<file path="src/sv/e2q_pkg.sv">
// ----------------------------------------------------------------------------
// e2q_pkg
// shared constants and the arctangent table for the euler to quaternion block
// ----------------------------------------------------------------------------
package e2q_pkg;

  localparam int VEC_BITS = 33;
  localparam int ATAN_BITS = 32;
  localparam int MAX_STEPS = 32;
  localparam logic signed [VEC_BITS-1:0] GAIN_Q30 = 33'sd652032874;

  function automatic logic signed [ATAN_BITS:0] atan_entry(input int idx);
    logic signed [ATAN_BITS:0] v;
    begin
      unique case (idx)
        0: v = 33'sd536870912;
        1: v = 33'sd316933406;
        2: v = 33'sd167458907;
        3: v = 33'sd85004756;
        4: v = 33'sd42667331;
        5: v = 33'sd21354465;
        6: v = 33'sd10679838;
        7: v = 33'sd5340245;
        8: v = 33'sd2670163;
        9: v = 33'sd1335087;
        10: v = 33'sd667544;
        11: v = 33'sd333772;
        12: v = 33'sd166886;
        13: v = 33'sd83443;
        14: v = 33'sd41722;
        15: v = 33'sd20861;
        16: v = 33'sd10430;
        17: v = 33'sd5215;
        18: v = 33'sd2608;
        19: v = 33'sd1304;
        20: v = 33'sd652;
        21: v = 33'sd326;
        22: v = 33'sd163;
        23: v = 33'sd81;
        24: v = 33'sd41;
        25: v = 33'sd20;
        26: v = 33'sd10;
        27: v = 33'sd5;
        28: v = 33'sd3;
        29: v = 33'sd1;
        30: v = 33'sd1;
        default: v = 33'sd0;
      endcase
      return v;
    end
  endfunction

endpackage

</file>
<file path="src/sv/e2q_cordic.sv">
// ----------------------------------------------------------------------------
// e2q_cordic
// pipelined rotation cordic, one step per stage, gives cos and sin of a
// half angle in q30
// ----------------------------------------------------------------------------
module e2q_cordic #(
  parameter int ANGLE_BITS = 16,
  parameter int CORDIC_STEPS = 16
) (
  input  logic clk,
  input  logic en,
  input  logic signed [ANGLE_BITS-1:0] angle,
  output logic signed [e2q_pkg::VEC_BITS-1:0] cos_out,
  output logic signed [e2q_pkg::VEC_BITS-1:0] sin_out
);
  import e2q_pkg::*;

  localparam int ZB = ATAN_BITS + 1;

  logic signed [VEC_BITS-1:0] xs [CORDIC_STEPS+1];
  logic signed [VEC_BITS-1:0] ys [CORDIC_STEPS+1];
  logic signed [ZB-1:0] zs [CORDIC_STEPS+1];
  logic signed [ZB-1:0] z0;

  always_comb begin
    if (ANGLE_BITS <= 31) begin
      z0 = ZB'(signed'(angle)) <<< (31 - ANGLE_BITS);
    end else begin
      z0 = ZB'(signed'(angle) >>> (ANGLE_BITS - 31));
    end
  end

  always_ff @(posedge clk) begin
    if (en) begin
      xs[0] <= GAIN_Q30;
      ys[0] <= '0;
      zs[0] <= z0;
    end
  end

  for (genvar i = 0; i < CORDIC_STEPS; i++) begin : g_step
    localparam int SH = (i < MAX_STEPS) ? i : MAX_STEPS - 1;
    localparam logic signed [ZB-1:0] AT = (i < MAX_STEPS) ? atan_entry(i) : '0;
    always_ff @(posedge clk) begin
      if (en) begin
        if (i >= MAX_STEPS) begin
          xs[i+1] <= xs[i];
          ys[i+1] <= ys[i];
          zs[i+1] <= zs[i];
        end else if (zs[i] >= 0) begin
          xs[i+1] <= xs[i] - (ys[i] >>> SH);
          ys[i+1] <= ys[i] + (xs[i] >>> SH);
          zs[i+1] <= zs[i] - AT;
        end else begin
          xs[i+1] <= xs[i] + (ys[i] >>> SH);
          ys[i+1] <= ys[i] - (xs[i] >>> SH);
          zs[i+1] <= zs[i] + AT;
        end
      end
    end
  end

  assign cos_out = xs[CORDIC_STEPS];
  assign sin_out = ys[CORDIC_STEPS];

endmodule

</file>
<file path="config.mk">
export PLATFORM = sky130hd
export DESIGN_NAME = e2q_cordic
export DESIGN_NICKNAME = d
export VERILOG_FILES = /design/src/sv/e2q_pkg.sv /design/src/sv/e2q_cordic.sv
export SDC_FILE = /design/constraint.sdc
export NUM_CORES = 2
export LEC_CHECK = 0
export BUFFER_PORTS_ARGS = -buffer_cell sky130_fd_sc_hd__buf_2
export CAP_MARGIN = 20
export CORE_MARGIN = 5
export CORE_UTILIZATION = 59
export DETAILED_ROUTE_END_ITERATION = 10
export GPL_TIMING_DRIVEN = 0
export PLACE_DENSITY_LB_ADDON = 0.3
export SLEW_MARGIN = 20
export SYNTH_ARGS = -nofsm -noshare
export SYNTH_HDL_FRONTEND = slang
export SYNTH_SLANG_ARGS = --single-unit
</file>
<file path="constraint.sdc">
create_clock -name clk -period 5.8 [get_ports clk]
set_input_delay 1.16 -clock clk [delete_from_list [all_inputs] [get_ports clk]]
set_output_delay 1.16 -clock clk [all_outputs]
set_load 0.02 [all_outputs]
</file>
==> impl_summary.md <==
Routing
The length of routed met3 wiring is 15,200 um. Summed over all layers, the routed wires come to 307,000 um. In the routed design, unresolved DRC markers number 0.

The number of optimization iterations in the first detailed-route pass is 8. The number of DRC markers in iteration 0 is 6,395. The routed design uses 151,000 um of met2 wire. The via count is 92,700.

The via density per instance is 6.18. After detailed routing, the wire length on met1 is 127,000 um. Dividing the detail-routed wire length by the instance count gives 20.4 um.

The remaining number of nets flagged by the antenna check after routing is 0. After detailed routing, no signal wire sits above met4.

GRT
The global-route usage over all layers is 0.288. The initial antenna violation count was 1. The first global-routing pass estimated 480,000 um of wire.

The number of global-route vias before repair is 90,100. Entering global routing, the biggest net connects 63 pins. Summed over all layers, the global routing overflow is 0.

Timing
The final count of pins violating max slew was 0. The worst hold margin is 417 ps. Based on the critical path, the design can be clocked at up to 178 MHz. The final hold violation count is 0. The final clock period utilization by the worst path is 0.970. Setup slack on the critical path of the routed design comes to 176 ps. Measured against its own limit, the worst slew margin works out to 0.262. The minimum period implied by the final worst setup slack is 5620 ps. Setup violations remaining at the end of the flow were counted as 0.

The pin slew with the least headroom to its limit is 1100 ps. Setup repair after global routing left no endpoint under its margin. The largest clock skew in the final design is 59.5 ps.

Setup path
Along the worst path, the maximum fanout reaches 23. The critical path contains buffers and inverters numbering 5 combined. The critical path is of the input pin to register type.

Among cell families on the critical path, the largest total delay comes from compound AO/OA/AOI/OAI gates. The cell with the largest stage delay on the worst path is sky130_fd_sc_hd__clkbuf_1. The worst setup path is captured at a register. For the worst setup path, the data required time is 6430 ps. For the worst setup path, the data arrival time is 6250 ps. The most frequent cell on the critical path is sky130_fd_sc_hd__nor3_1. In this design, the stage delay of the slowest critical-path cell is 380 ps. Walking the worst path, the cells encountered are buf_4 > buf_6 > nand2_2 > clkbuf_1 > clkbuf_2 > buf_16 > mux2i_2 > ha_1 > nor2b_1 > o31a_1 > o31ai_1 > a31oi_1 > a21o_1 > a21oi_1 > o211ai_1 > nor3_1 > nor3_1 > a211o_1 > xor2_1.

The worst setup path is launched from an input pin.

Die
The placement row count is 163. The placeable core region is 197,000 um^2. The die is 455 um tall. The initial utilization of the core area, before any placement, comes to 0.592. The number of top-level design ports is 84.

The die covers 207,000 um^2. The die is 455 um wide.

Synthesis
The number of nets handed over by synthesis was 13,400. Synthesis instantiated 96 different standard cells from the library. The number of enable-type register cells in the synthesized netlist is 1,403. The async set-or-reset flop fraction in the synthesized netlist is 0. Among all cell types in the netlist, the one instantiated most often is sky130_fd_sc_hd__edfxtp_1.

Yosys attributes the largest share of cell area to sky130_fd_sc_hd__edfxtp_1 36%, sky130_fd_sc_hd__ha_1 14%, sky130_fd_sc_hd__xnor2_1 9.0%. The count of state elements after synthesis is 1,403. Among all flip-flop cells after synthesis, the most frequent one is sky130_fd_sc_hd__edfxtp_1. The warning count from the yosys run is 0. The sequential cell area fraction in the yosys report is 0.361. The biggest area contributor in the post-synthesis netlist is sky130_fd_sc_hd__edfxtp_1. In this run the cell area of the synthesized design comes to 117,000 um^2. Counting instances in the post-synthesis netlist gives the leading cell types as 1,403 x sky130_fd_sc_hd__edfxtp_1, 1,342 x sky130_fd_sc_hd__ha_1, 1,279 x sky130_fd_sc_hd__a21oi_1, 1,202 x sky130_fd_sc_hd__xnor2_1, 886 x sky130_fd_sc_hd__nor2_1. The gate count after technology mapping is 12,000. The share of Yosys cell area claimed by the top area cell type is 0.361. The average cell area after synthesis is 9.75 um^2.

Placement
The setup slack after placement is -2890 ps. The routability congestion estimate from global placement is 0.973. Once placement completed, the tool counted placed cells totaling 14,700.

Port buffering added 83 buffers. The detailed placement HPWL is 246,000 um.

Run
The tool flagged a number of max-cap violations equal to 0.

Clocking
Clock tree synthesis found a total of 1,403 sinks. The number of hold buffers added after CTS is 0. At the later pin of the worst-skew pair, clock insertion delay measures 870 ps. TritonCTS built the clock tree. After clock tree synthesis, the clock-pin slew on the worst setup and hold paths is 60 ps. Clock tree synthesis selected as its root buffer the cell sky130_fd_sc_hd__clkbuf_16. The maximum count of clock buffers along a single path is 3. The total clock buffers created by CTS is 163.

The deepest level of the CTS H-tree is 4.

Final layout
The area growth from synthesis to layout is 9.20%. The final standard cell utilization of the core is 0.646. The filler cell count is 15,900. Leaving out filler cells and counting taps, the final layout contains 15,000. The number of nets in the final layout is 13,600.

Of the cells placed in the final design, the portion with a size suffix greater than 1 is 0.0520.

Status
The run finished with clean final reports.

Worst hold path
The tightest min-delay check is of the register to register type.
routing by layer:
| metal | track usage | up-vias |
|---|---|---|
| li1 | - | 45100 |
| met1 | 0.352 | 44200 |
| met2 | 0.515 | 2693 |
| met3 | 0.0333 | 704 |
| met4 | 0.119 | 0 |
| met5 | 0 | - |
cell usage in the layout (no fill, tap or decap), types with 56 or more instances in the layout:
master	instances
sky130_fd_sc_hd__a21o_1	644
sky130_fd_sc_hd__o21a_1	193
sky130_fd_sc_hd__buf_2	98
sky130_fd_sc_hd__nand2_1	617
sky130_fd_sc_hd__nor4_1	79
sky130_fd_sc_hd__nor2b_1	164
sky130_fd_sc_hd__clkbuf_1	120
sky130_fd_sc_hd__and2_1	58
sky130_fd_sc_hd__o211ai_1	56
sky130_fd_sc_hd__nor2_1	885
sky130_fd_sc_hd__clkbuf_16	163
sky130_fd_sc_hd__edfxtp_1	1403
sky130_fd_sc_hd__or3_1	65
sky130_fd_sc_hd__ha_1	1342
sky130_fd_sc_hd__o31ai_1	138
sky130_fd_sc_hd__a21oi_1	1274
sky130_fd_sc_hd__nand3_1	196
sky130_fd_sc_hd__nor3_1	255
sky130_fd_sc_hd__nand2b_1	199
sky130_fd_sc_hd__a31oi_1	115
sky130_fd_sc_hd__inv_1	450
sky130_fd_sc_hd__a211oi_1	99
sky130_fd_sc_hd__nand4_1	90
sky130_fd_sc_hd__o21bai_1	158
sky130_fd_sc_hd__xor2_1	571
sky130_fd_sc_hd__o21ai_0	610
sky130_fd_sc_hd__mux2i_1	60
sky130_fd_sc_hd__and3_1	105
sky130_fd_sc_hd__xnor2_1	1202
path summary, 6_finish.rpt:
| path | startpoint | endpoint | slack (ps) | cells past startpoint |
|---|---|---|---|---|
| worst max-delay path | en | ys[8][31] | 180 | 19 |
| worst min-delay path | zs[0][22] | zs[1][22] | 420 | 0 |
| worst max register to register | ys[10][13] | xs[11][32] | 190 | 19 |
| worst min register to register | zs[0][22] | zs[1][22] | 420 | 0 |
through the flow:
stage | setup TNS (ps) | instance area [um^2]
6_report | 0 | 127000
5_1_grt | 0 | 127000
4_1_cts | -15.6 | 127000
3_5_place_dp | -927970 | 121000
3_3_place_gp | -3236070 | 120000
2_1_floorplan | 0 | 117000
registers in the layout (all words and copies together), names as in the netlist:
name	count
xs	470
ys	496
zs	437
cells by family (layout without fill, tap and decap cells):
family,Yosys count,after routing,share of synthesized area
fa+ha+maj,1383,1383,0.151
flops,1403,1403,0.361
simple gates,2939,2939,0.123
mux,107,107,0.00966
buf+inv,646,1054,0.0208
xor+xnor,1773,1773,0.133
other cells,0,2,0
compound gates,3703,3703,0.201
what timing repair did:
item                                   in CTS  in global routing
setup endpoints to repair                 485                102
endpoints found under the hold margin       0                  0
resized for setup                          63                 84
pin swaps                                   1                  1
setup buffers                               1                  7
worst register-to-register path, delay by kind of cell, from the launching register on:
family / cells / cell delay (ps)
fa+ha+maj: 1 / 390
flops: 1 / 480
compound gates: 11 / 2580
buf+inv: 1 / 180
simple gates: 4 / 1400
xor+xnor: 2 / 380
final cells by class:
type	instances	area, um^2	area share
Inverter	463	1750	0.0137
Multi-Input combinational cell	9905	72400	0.569
Buffer	178	847	0.00665
Tap cell	2640	3300	0.0259
Antenna cell	2	5.00	0.0000393
Timing Repair Buffer	116	1130	0.00884
Sequential cell	1403	42100	0.331
Clock inverter	103	1580	0.0124
Clock buffer	194	4200	0.0330
Power is not shown: default switching activity piles up to over one toggle a cycle in this logic, so the estimate is an artifact.
